<file path="config.mk">
export PLATFORM = sky130hd
export DESIGN_NAME = nearest_neighbor_image_scaler
export DESIGN_NICKNAME = d
export VERILOG_FILES = /design/src/nnis_pkg.sv /design/src/nearest_neighbor_image_scaler.sv /design/src/nnis_front.sv /design/src/nnis_fifo.sv /design/src/nnis_back.sv
export SDC_FILE = /design/constraint.sdc
export NUM_CORES = 1
export LEC_CHECK = 0
export BUFFER_PORTS_ARGS = -buffer_cell sky130_fd_sc_hd__buf_2
export CORE_UTILIZATION = 50
export CTS_CLUSTER_DIAMETER = 50
export CTS_CLUSTER_SIZE = 12
export DETAILED_ROUTE_END_ITERATION = 6
export PLACE_DENSITY = 0.67
export SLEW_MARGIN = 20
export SYNTH_ARGS = -nofsm -noshare
export SYNTH_HDL_FRONTEND = slang
export SYNTH_SLANG_ARGS = --single-unit
</file>
<file path="constraint.sdc">
create_clock -name clk -period 12.6 [get_ports clk]
set_clock_uncertainty 0.1 [all_clocks]
set_input_delay 1.89 -clock clk [delete_from_list [all_inputs] [get_ports clk]]
set_output_delay 1.89 -clock clk [all_outputs]
set_load 0.03 [all_outputs]
</file>
<file path="src/nnis_pkg.sv">
// ----------------------------------------------------------------------------
// nnis_pkg
// Shared types and constants of the nearest-neighbor image scaler.
// ----------------------------------------------------------------------------
package nnis_pkg;

  localparam int COLOR_W   = 8;
  localparam int COORD_W   = 15;
  localparam int SCALE_W   = 4;
  localparam int DIM_CFG_W = 13;
  localparam int CFG_IDX_W = 2;
  localparam int CFG_DAT_W = 13;

  localparam int QUEUE_DEPTH = 2;

  localparam logic [CFG_IDX_W-1:0] REG_MODE    = 2'd0;
  localparam logic [CFG_IDX_W-1:0] REG_SCALE   = 2'd1;
  localparam logic [CFG_IDX_W-1:0] REG_IN_COLS = 2'd2;
  localparam logic [CFG_IDX_W-1:0] REG_IN_ROWS = 2'd3;

  localparam logic MODE_DOWN = 1'b0;
  localparam logic MODE_UP   = 1'b1;

  typedef struct packed {
    logic                 mode;
    logic [SCALE_W-1:0]   scale;
    logic [DIM_CFG_W-1:0] in_cols;
    logic [DIM_CFG_W-1:0] in_rows;
  } cfg_t;

  // one queued source pixel with its first output coordinate and per-axis copy count
  typedef struct packed {
    logic [COLOR_W-1:0] red;
    logic [COLOR_W-1:0] green;
    logic [COLOR_W-1:0] blue;
    logic [COORD_W-1:0] row;
    logic [COORD_W-1:0] col;
    logic [SCALE_W-1:0] reps;
  } job_t;

endpackage

</file>
<file path="src/nearest_neighbor_image_scaler.sv">
// ----------------------------------------------------------------------------
// nearest_neighbor_image_scaler
// Integer nearest-neighbor scaler for a raster-order RGB pixel stream.
// ----------------------------------------------------------------------------
// Source pixels are taken one per clock in raster order while in_stall is low.
// In down mode a pixel is kept only at the top-left corner of a whole
// scale-by-scale block and gives one transaction; in up mode it gives
// scale*scale transactions in row-major order, the last one flagged by
// out_run_end. Down mode sustains one pixel per clock unless stalled; in up
// mode the back-end replication counter emits one copy per clock unless
// out_stall is high. A two-entry queue separates intake from the output
// register. Configuration takes effect from the next pixel; frame counters
// are not cleared by a write.
module nearest_neighbor_image_scaler #(
  parameter int MAX_DIM   = 4096,
  parameter int MAX_SCALE = 8
) (
  input  logic                            clk,
  input  logic                            rst_n,
  input  logic                            cfg_we,
  input  logic [nnis_pkg::CFG_IDX_W-1:0]  cfg_index,
  input  logic [nnis_pkg::CFG_DAT_W-1:0]  cfg_data,
  input  logic                            in_valid,
  output logic                            in_stall,
  input  logic [nnis_pkg::COLOR_W-1:0]    in_red,
  input  logic [nnis_pkg::COLOR_W-1:0]    in_green,
  input  logic [nnis_pkg::COLOR_W-1:0]    in_blue,
  output logic                            out_valid,
  input  logic                            out_stall,
  output logic [nnis_pkg::COLOR_W-1:0]    out_red,
  output logic [nnis_pkg::COLOR_W-1:0]    out_green,
  output logic [nnis_pkg::COLOR_W-1:0]    out_blue,
  output logic [nnis_pkg::COORD_W-1:0]    out_row,
  output logic [nnis_pkg::COORD_W-1:0]    out_col,
  output logic                            out_run_end
);

  nnis_pkg::cfg_t cfg_r;
  nnis_pkg::job_t push_job;
  nnis_pkg::job_t head;
  logic           push;
  logic           pop;
  logic           q_empty;
  logic           q_full;

  always_ff @(posedge clk) begin
    if (!rst_n) begin
      cfg_r.mode    <= nnis_pkg::MODE_DOWN;
      cfg_r.scale   <= nnis_pkg::SCALE_W'(1);
      cfg_r.in_cols <= nnis_pkg::DIM_CFG_W'(640);
      cfg_r.in_rows <= nnis_pkg::DIM_CFG_W'(480);
    end else if (cfg_we) begin
      case (cfg_index)
        nnis_pkg::REG_MODE:    cfg_r.mode    <= cfg_data[0];
        nnis_pkg::REG_SCALE:   cfg_r.scale   <= cfg_data[nnis_pkg::SCALE_W-1:0];
        nnis_pkg::REG_IN_COLS: cfg_r.in_cols <= cfg_data[nnis_pkg::DIM_CFG_W-1:0];
        nnis_pkg::REG_IN_ROWS: cfg_r.in_rows <= cfg_data[nnis_pkg::DIM_CFG_W-1:0];
        default: begin
        end
      endcase
    end
  end

  assign in_stall = q_full;

  nnis_front #(
    .MAX_DIM   (MAX_DIM),
    .MAX_SCALE (MAX_SCALE)
  ) u_front (
    .clk      (clk),
    .rst_n    (rst_n),
    .cfg      (cfg_r),
    .in_valid (in_valid),
    .q_full   (q_full),
    .in_red   (in_red),
    .in_green (in_green),
    .in_blue  (in_blue),
    .push     (push),
    .job      (push_job)
  );

  nnis_fifo u_fifo (
    .clk      (clk),
    .rst_n    (rst_n),
    .push     (push),
    .push_job (push_job),
    .pop      (pop),
    .head     (head),
    .empty    (q_empty),
    .full     (q_full)
  );

  nnis_back #(
    .MAX_SCALE (MAX_SCALE)
  ) u_back (
    .clk         (clk),
    .rst_n       (rst_n),
    .head        (head),
    .empty       (q_empty),
    .pop         (pop),
    .out_valid   (out_valid),
    .out_stall   (out_stall),
    .out_red     (out_red),
    .out_green   (out_green),
    .out_blue    (out_blue),
    .out_row     (out_row),
    .out_col     (out_col),
    .out_run_end (out_run_end)
  );

endmodule

</file>
<file path="src/nnis_front.sv">
// ----------------------------------------------------------------------------
// nnis_front
// Accepts source pixels, tracks frame position and builds queue entries.
// ----------------------------------------------------------------------------
module nnis_front #(
  parameter int MAX_DIM   = 4096,
  parameter int MAX_SCALE = 8
) (
  input  logic                          clk,
  input  logic                          rst_n,
  input  nnis_pkg::cfg_t                cfg,
  input  logic                          in_valid,
  input  logic                          q_full,
  input  logic [nnis_pkg::COLOR_W-1:0]  in_red,
  input  logic [nnis_pkg::COLOR_W-1:0]  in_green,
  input  logic [nnis_pkg::COLOR_W-1:0]  in_blue,
  output logic                          push,
  output nnis_pkg::job_t                job
);

  localparam int DIM_W  = $clog2(MAX_DIM);
  localparam int CNT_W  = DIM_W + 1;
  localparam int SUM_W  = DIM_W + 2;
  localparam int EXT_W  = (CNT_W > nnis_pkg::DIM_CFG_W) ? CNT_W : nnis_pkg::DIM_CFG_W;
  localparam int PH_W   = $clog2(MAX_SCALE);
  localparam int SCL_W  = $clog2(MAX_SCALE + 1);
  localparam int PROD_W = DIM_W + SCL_W;

  logic [DIM_W-1:0] src_row_r, src_row_nxt;
  logic [DIM_W-1:0] src_col_r, src_col_nxt;
  logic [DIM_W-1:0] dst_row_r, dst_row_nxt;
  logic [DIM_W-1:0] dst_col_r, dst_col_nxt;
  logic [PH_W-1:0]  row_ph_r, row_ph_nxt;
  logic [PH_W-1:0]  col_ph_r, col_ph_nxt;

  logic [nnis_pkg::SCALE_W-1:0] scale_cl;
  logic [SCL_W-1:0]             s;
  logic [EXT_W-1:0]             cols_x, rows_x;
  logic [CNT_W-1:0]             cols, rows;
  logic                         accept;
  logic                         keep;
  logic [PROD_W-1:0]            up_row, up_col;

  always_comb begin
    if (cfg.scale == '0) begin
      scale_cl = nnis_pkg::SCALE_W'(1);
    end else if (cfg.scale > nnis_pkg::SCALE_W'(MAX_SCALE)) begin
      scale_cl = nnis_pkg::SCALE_W'(MAX_SCALE);
    end else begin
      scale_cl = cfg.scale;
    end
    s = SCL_W'(scale_cl);

    cols_x = EXT_W'(cfg.in_cols);
    if (cols_x == '0) begin
      cols_x = EXT_W'(1);
    end else if (cols_x > EXT_W'(MAX_DIM)) begin
      cols_x = EXT_W'(MAX_DIM);
    end
    cols = CNT_W'(cols_x);

    rows_x = EXT_W'(cfg.in_rows);
    if (rows_x == '0) begin
      rows_x = EXT_W'(1);
    end else if (rows_x > EXT_W'(MAX_DIM)) begin
      rows_x = EXT_W'(MAX_DIM);
    end
    rows = CNT_W'(rows_x);
  end

  assign accept = in_valid && !q_full;

  always_comb begin
    keep = (row_ph_r == '0) && (col_ph_r == '0) &&
           (SUM_W'(src_row_r) + SUM_W'(s) <= SUM_W'(rows)) &&
           (SUM_W'(src_col_r) + SUM_W'(s) <= SUM_W'(cols));
    up_row = PROD_W'(src_row_r) * PROD_W'(s);
    up_col = PROD_W'(src_col_r) * PROD_W'(s);

    job.red   = in_red;
    job.green = in_green;
    job.blue  = in_blue;
    if (cfg.mode == nnis_pkg::MODE_UP) begin
      job.row  = nnis_pkg::COORD_W'(up_row);
      job.col  = nnis_pkg::COORD_W'(up_col);
      job.reps = scale_cl;
    end else begin
      job.row  = nnis_pkg::COORD_W'(dst_row_r);
      job.col  = nnis_pkg::COORD_W'(dst_col_r);
      job.reps = nnis_pkg::SCALE_W'(1);
    end
    push = accept && ((cfg.mode == nnis_pkg::MODE_UP) || keep);
  end

  // position counters
  always_comb begin
    src_row_nxt = src_row_r;
    src_col_nxt = src_col_r;
    dst_row_nxt = dst_row_r;
    dst_col_nxt = dst_col_r;
    row_ph_nxt  = row_ph_r;
    col_ph_nxt  = col_ph_r;
    if (accept) begin
      if (SCL_W'(col_ph_r) + SCL_W'(1) >= s) begin
        col_ph_nxt  = '0;
        dst_col_nxt = dst_col_r + DIM_W'(1);
      end else begin
        col_ph_nxt = col_ph_r + PH_W'(1);
      end
      if (CNT_W'(src_col_r) + CNT_W'(1) >= cols) begin
        src_col_nxt = '0;
        col_ph_nxt  = '0;
        dst_col_nxt = '0;
        if (SCL_W'(row_ph_r) + SCL_W'(1) >= s) begin
          row_ph_nxt  = '0;
          dst_row_nxt = dst_row_r + DIM_W'(1);
        end else begin
          row_ph_nxt = row_ph_r + PH_W'(1);
        end
        if (CNT_W'(src_row_r) + CNT_W'(1) >= rows) begin
          src_row_nxt = '0;
          row_ph_nxt  = '0;
          dst_row_nxt = '0;
        end else begin
          src_row_nxt = src_row_r + DIM_W'(1);
        end
      end else begin
        src_col_nxt = src_col_r + DIM_W'(1);
      end
    end
  end

  always_ff @(posedge clk) begin
    if (!rst_n) begin
      src_row_r <= '0;
      src_col_r <= '0;
      dst_row_r <= '0;
      dst_col_r <= '0;
      row_ph_r  <= '0;
      col_ph_r  <= '0;
    end else begin
      src_row_r <= src_row_nxt;
      src_col_r <= src_col_nxt;
      dst_row_r <= dst_row_nxt;
      dst_col_r <= dst_col_nxt;
      row_ph_r  <= row_ph_nxt;
      col_ph_r  <= col_ph_nxt;
    end
  end

endmodule

</file>
<file path="src/nnis_fifo.sv">
// ----------------------------------------------------------------------------
// nnis_fifo
// Short queue of pixel entries between the front and back ends.
// ----------------------------------------------------------------------------
module nnis_fifo (
  input  logic           clk,
  input  logic           rst_n,
  input  logic           push,
  input  nnis_pkg::job_t push_job,
  input  logic           pop,
  output nnis_pkg::job_t head,
  output logic           empty,
  output logic           full
);

  localparam int PTR_W = $clog2(nnis_pkg::QUEUE_DEPTH);
  localparam int CNT_W = $clog2(nnis_pkg::QUEUE_DEPTH + 1);

  nnis_pkg::job_t   q_r [nnis_pkg::QUEUE_DEPTH];
  logic [PTR_W-1:0] wr_ptr_r, wr_ptr_nxt;
  logic [PTR_W-1:0] rd_ptr_r, rd_ptr_nxt;
  logic [CNT_W-1:0] cnt_r, cnt_nxt;

  assign empty = (cnt_r == '0);
  assign full  = (cnt_r == CNT_W'(nnis_pkg::QUEUE_DEPTH));
  assign head  = q_r[rd_ptr_r];

  always_comb begin
    wr_ptr_nxt = wr_ptr_r;
    rd_ptr_nxt = rd_ptr_r;
    cnt_nxt    = cnt_r;
    if (push) begin
      wr_ptr_nxt = (wr_ptr_r == PTR_W'(nnis_pkg::QUEUE_DEPTH - 1)) ? '0
                                                                   : wr_ptr_r + PTR_W'(1);
    end
    if (pop) begin
      rd_ptr_nxt = (rd_ptr_r == PTR_W'(nnis_pkg::QUEUE_DEPTH - 1)) ? '0
                                                                   : rd_ptr_r + PTR_W'(1);
    end
    if (push && !pop) begin
      cnt_nxt = cnt_r + CNT_W'(1);
    end else if (pop && !push) begin
      cnt_nxt = cnt_r - CNT_W'(1);
    end
  end

  always_ff @(posedge clk) begin
    if (push) begin
      q_r[wr_ptr_r] <= push_job;
    end
  end

  always_ff @(posedge clk) begin
    if (!rst_n) begin
      wr_ptr_r <= '0;
      rd_ptr_r <= '0;
      cnt_r    <= '0;
    end else begin
      wr_ptr_r <= wr_ptr_nxt;
      rd_ptr_r <= rd_ptr_nxt;
      cnt_r    <= cnt_nxt;
    end
  end

endmodule

</file>
<file path="src/nnis_back.sv">
// ----------------------------------------------------------------------------
// nnis_back
// Replicates each queued pixel over its block and drives the output register.
// ----------------------------------------------------------------------------
module nnis_back #(
  parameter int MAX_SCALE = 8
) (
  input  logic                          clk,
  input  logic                          rst_n,
  input  nnis_pkg::job_t                head,
  input  logic                          empty,
  output logic                          pop,
  output logic                          out_valid,
  input  logic                          out_stall,
  output logic [nnis_pkg::COLOR_W-1:0]  out_red,
  output logic [nnis_pkg::COLOR_W-1:0]  out_green,
  output logic [nnis_pkg::COLOR_W-1:0]  out_blue,
  output logic [nnis_pkg::COORD_W-1:0]  out_row,
  output logic [nnis_pkg::COORD_W-1:0]  out_col,
  output logic                          out_run_end
);

  localparam int PH_W = $clog2(MAX_SCALE);

  logic [PH_W-1:0] a_r, a_nxt;
  logic [PH_W-1:0] b_r, b_nxt;
  logic            valid_r, valid_nxt;
  logic            load;
  logic            last_b;
  logic            last_a;

  logic [nnis_pkg::COLOR_W-1:0] red_r, green_r, blue_r;
  logic [nnis_pkg::COORD_W-1:0] row_r, col_r;
  logic                         run_end_r;

  assign load   = !empty && (!valid_r || !out_stall);
  assign last_b = (nnis_pkg::SCALE_W'(b_r) == head.reps - nnis_pkg::SCALE_W'(1));
  assign last_a = (nnis_pkg::SCALE_W'(a_r) == head.reps - nnis_pkg::SCALE_W'(1));
  assign pop    = load && last_a && last_b;

  always_comb begin
    a_nxt     = a_r;
    b_nxt     = b_r;
    valid_nxt = valid_r;
    if (load) begin
      valid_nxt = 1'b1;
      if (last_b) begin
        b_nxt = '0;
        a_nxt = last_a ? '0 : a_r + PH_W'(1);
      end else begin
        b_nxt = b_r + PH_W'(1);
      end
    end else if (!out_stall) begin
      valid_nxt = 1'b0;
    end
  end

  always_ff @(posedge clk) begin
    if (load) begin
      red_r     <= head.red;
      green_r   <= head.green;
      blue_r    <= head.blue;
      row_r     <= head.row + nnis_pkg::COORD_W'(a_r);
      col_r     <= head.col + nnis_pkg::COORD_W'(b_r);
      run_end_r <= last_a && last_b;
    end
  end

  always_ff @(posedge clk) begin
    if (!rst_n) begin
      a_r     <= '0;
      b_r     <= '0;
      valid_r <= 1'b0;
    end else begin
      a_r     <= a_nxt;
      b_r     <= b_nxt;
      valid_r <= valid_nxt;
    end
  end

  assign out_valid   = valid_r;
  assign out_red     = red_r;
  assign out_green   = green_r;
  assign out_blue    = blue_r;
  assign out_row     = row_r;
  assign out_col     = col_r;
  assign out_run_end = run_end_r;

endmodule

</file>
==> run metrics <==
Worst Setup Start Kind flop; Overall Power 2.916 mW; Fmax ~170 MHz; vias in the first global route 11.02k; GRT overflow 0; CTS Buf Count 34; Root Buffer clkbuf_16; Simple-Gate Fraction of Synth Area between 15 and 20%; worst reg2reg path startpoint cfg_r[29]; antenna-violating nets left 0; CTS H-tree depth 2; Yosys Warn Count 0; cts-stage hold buffer count 0; initial antenna violation count 0; Tcrit/Tclk final 46.18%; Detailed Place HPWL 22800 microns; Max Slew Vio Count 0; Min Clock Period, post-route 5.818 ns; peak supply drop about 0.00011 V; Mean Syn Cell Area 10.42 sq um; area grow syn2layout 12.35%; vias post-DR between 10k and 15k; Syn Nets 1751; nets@finish 1828; diodes inserted 0; crit path launch cfg_r[29]; xor and xnor fraction of the mapped netlist area roughly 6.6%; unrepaired setup endpoints after global routing false; IO Count 101; mapped cell area 16060 sq um; Vias/cell between 5 and 6; Worst slew margin between 20% and 30%; Crit Path Max Fanout 59; # Post-CTS Setup Buffers 0; Worst EP required 12.64 ns; Worst Min Path Start cfg_r[13]; Worst Hold Class reg2reg; sequential element share of the synthesized area ~44%; Mapped Cells 1541; CTS tree yes; clk slew on worst S/H paths 0.06 ns; residual DRC count 0; predominant post-synthesis flop cell edfxtp_1; GR met3 Demand/Resource 2.923%; share of cells above drive strength 1 between 10 and 15%; first-pass GRT wire length 53120 microns; drt pass-1 iters 6; GRT busiest layer met2; CTS sink cnt approximately 270; Post-synth ARST share 0%; R2R Setup Slk 6.78 ns; Seq cells post-synth 268; gpl congestion 0.8490; mux cell area share after synthesis 4.762%; TNS Setup 0 ns; chip width 181.2 microns; initial core utilization 50.88%; outcome completed; CP Data Arrival Time roughly 5.9 ns; Bufs on Longest Clock Path 3; Starting DRT DRC Count roughly 460; Leak Pwr 7.535 nW; Core ar. 31560 sq um; largest net degree at the start of global routing 101; CTS resizes 0; Post-synth EDFFs 171; compound-gate portion of the synthesized area 10.79%; largest family of logic cells by synthesized area simple AND/OR/NAND/NOR gates; Cell variety after synth between 60 and 70; total track usage 19.71%; full die area 32830 sq um; CP endpoint kind flop; row count 65; endpoints failing hold 0; Crit Path Class reg2reg; Die Height 181.2 microns; P per Cell Area 161.6 nW/um^2; Port Buf Inserts 100; Routed WL per cell 15.42 microns; endpoints failing setup 0; met1 Usage GRT between 20% and 30%; Worst Tran Pin Value 1.134 ns; adder-cell share of the synthesized area 14.99%; clk_lat worst skew 0.52 ns; Routed WL between 30000 and 40000 microns; Core Util, Final 57.16%; number of max-cap violations 0; grt met2 use roughly a third
## layout make-up
class	instances	area, sq um
sequential	268	7081
timing repair buffer	111	603.1
inverter	83	311.5
tap	402	503.0
fill	2731	13520
clock inverter	15	196.4
clock buffer	47	930.9
multi-input combinational	1120	8413
## metrics by stage
| step | hold slack [ns] | area [sq um] | cells | setup WS, ns |
|---|---|---|---|---|
| after floorplan | 0.3429 | 16060 | 1541 | 6.146 |
| after global placement | 0.3540 | 16880 | 1983 | 6.902 |
| after detailed placement | 0.3598 | 16880 | 1983 | 6.719 |
| after CTS | 0.3692 | 18010 | 2045 | 6.701 |
| after global routing | 0.4031 | 18040 | 2046 | 6.338 |
| final | 0.3663 | 18040 | 2046 | 6.782 |
## power breakdown
group	total (mW)	switching [mW]	internal, mW
registers	1.26	0.0773	1.18
clock network	0.965	0.374	0.591
logic	0.694	0.477	0.217
total	2.92	0.928	1.99
## final timing paths
check,endpoint,depth (start not counted)
worst min register to register,cfg_r[13],2
worst max-delay path,u_fifo.q_r[0][40],15
worst min-delay path,cfg_r[13],2
worst max register to register,u_fifo.q_r[0][40],15
## routing by layer
layer | share of wire, % | vias up | routed length, microns
li1 | - | 5557 | -
met2 | 46 | 219 | 14440
met4 | 2.4 | 0 | 756
met1 | 48 | 5239 | 15140
met5 | 0 | - | 0
met3 | 3.9 | 47 | 1215
## state kept, by name (all words and copies together) (netlist names), 8 cells and up, named ones only
signal and flops:
u_back.out_blue 8, u_front.src_col_r 12, u_front.dst_col_r 12, u_front.dst_row_r 12
u_back.out_green 8, u_back.out_red 8, cfg_r 31, u_fifo.q_r 116
u_back.out_col 15, u_front.src_row_r 12, u_back.out_row 15
## cells by family after synthesis
family,count (synthesis)
XOR/XNOR,121
adder cells (fa/ha/maj),166
AO/OA/AOI/OAI,254
AND/OR/NAND/NOR,509
multiplexers,70
flip-flops,268
buffers and inverters,153
## synth_stat cells (2+ instances only)
| cell type | number | share of area, % |
|---|---|---|
| fa_1 | 44 | 5.5 |
| xnor2_1 | 70 | 3.8 |
| o31ai_1 | 5 | 0.23 |
| a21boi_0 | 28 | 1.3 |
| and2_1 | 51 | 2.0 |
| buf_1 | 10 | 0.23 |
| a211oi_1 | 6 | 0.28 |
| nand3_1 | 41 | 1.3 |
| o21bai_1 | 5 | 0.23 |
| edfxtp_1 | 171 | 32 |
| o2111ai_1 | 4 | 0.22 |
| and3_1 | 14 | 0.55 |
| nor2_1 | 84 | 2.0 |
| a211o_1 | 2 | 0.11 |
| a22oi_1 | 3 | 0.14 |
| ha_1 | 122 | 9.5 |
| a32oi_1 | 17 | 0.93 |
| dfxtp_1 | 97 | 12 |
| a21o_1 | 24 | 1.1 |
| and3b_1 | 2 | 0.11 |
| o21ai_0 | 41 | 1.3 |
| nor4_2 | 2 | 0.16 |
| o21a_1 | 4 | 0.19 |
| mux2i_1 | 19 | 1.2 |
| nor3_1 | 15 | 0.47 |
| or3_1 | 18 | 0.70 |
| a21oi_1 | 77 | 2.4 |
| a32o_1 | 8 | 0.50 |
| buf_2 | 9 | 0.28 |
| mux2_2 | 51 | 3.6 |
| nand2_1 | 208 | 4.9 |
| a31oi_1 | 6 | 0.23 |
| nor2b_1 | 38 | 1.5 |
| nand4b_1 | 2 | 0.11 |
| clkbuf_1 | 50 | 1.2 |
| nor4_1 | 6 | 0.23 |
| xor2_1 | 51 | 2.8 |
| nand4_1 | 10 | 0.39 |
| o211ai_1 | 5 | 0.23 |
| nor3b_1 | 3 | 0.14 |
| nand2b_1 | 6 | 0.23 |
| inv_1 | 83 | 1.9 |
| a31o_2 | 2 | 0.11 |
| a21boi_4 | 2 | 0.23 |
## worst max-delay path, cell delays in order, from the launching register on
cell and delay (ns):
dfxtp_1 1.07, nor2b_1 0.47, buf_4 0.33, ha_1 0.32
a21oi_1 0.22, nor2b_1 0.09, o21ai_0 0.39, nor2_1 0.12
xor2_1 0.16, ha_1 0.32, nand3_1 0.10, nor3_1 0.27
a21oi_1 0.10, a21oi_1 0.48, nor2b_4 0.24, buf_4 0.63
## layout by cell type (no fill, tap or decap), types with 44 or more instances in the layout
cell type / synthesis / layout
inv_1: 83 / 83
nand2_1: 208 / 208
mux2_2: 51 / 51
fa_1: 44 / 44
a21oi_1: 77 / 77
edfxtp_1: 171 / 171
xor2_1: 51 / 51
dfxtp_1: 97 / 96
nor2_1: 84 / 84
xnor2_1: 70 / 70
and2_1: 51 / 50
buf_2: 9 / 100
ha_1: 122 / 122
(Power assumes the default switching activity.)
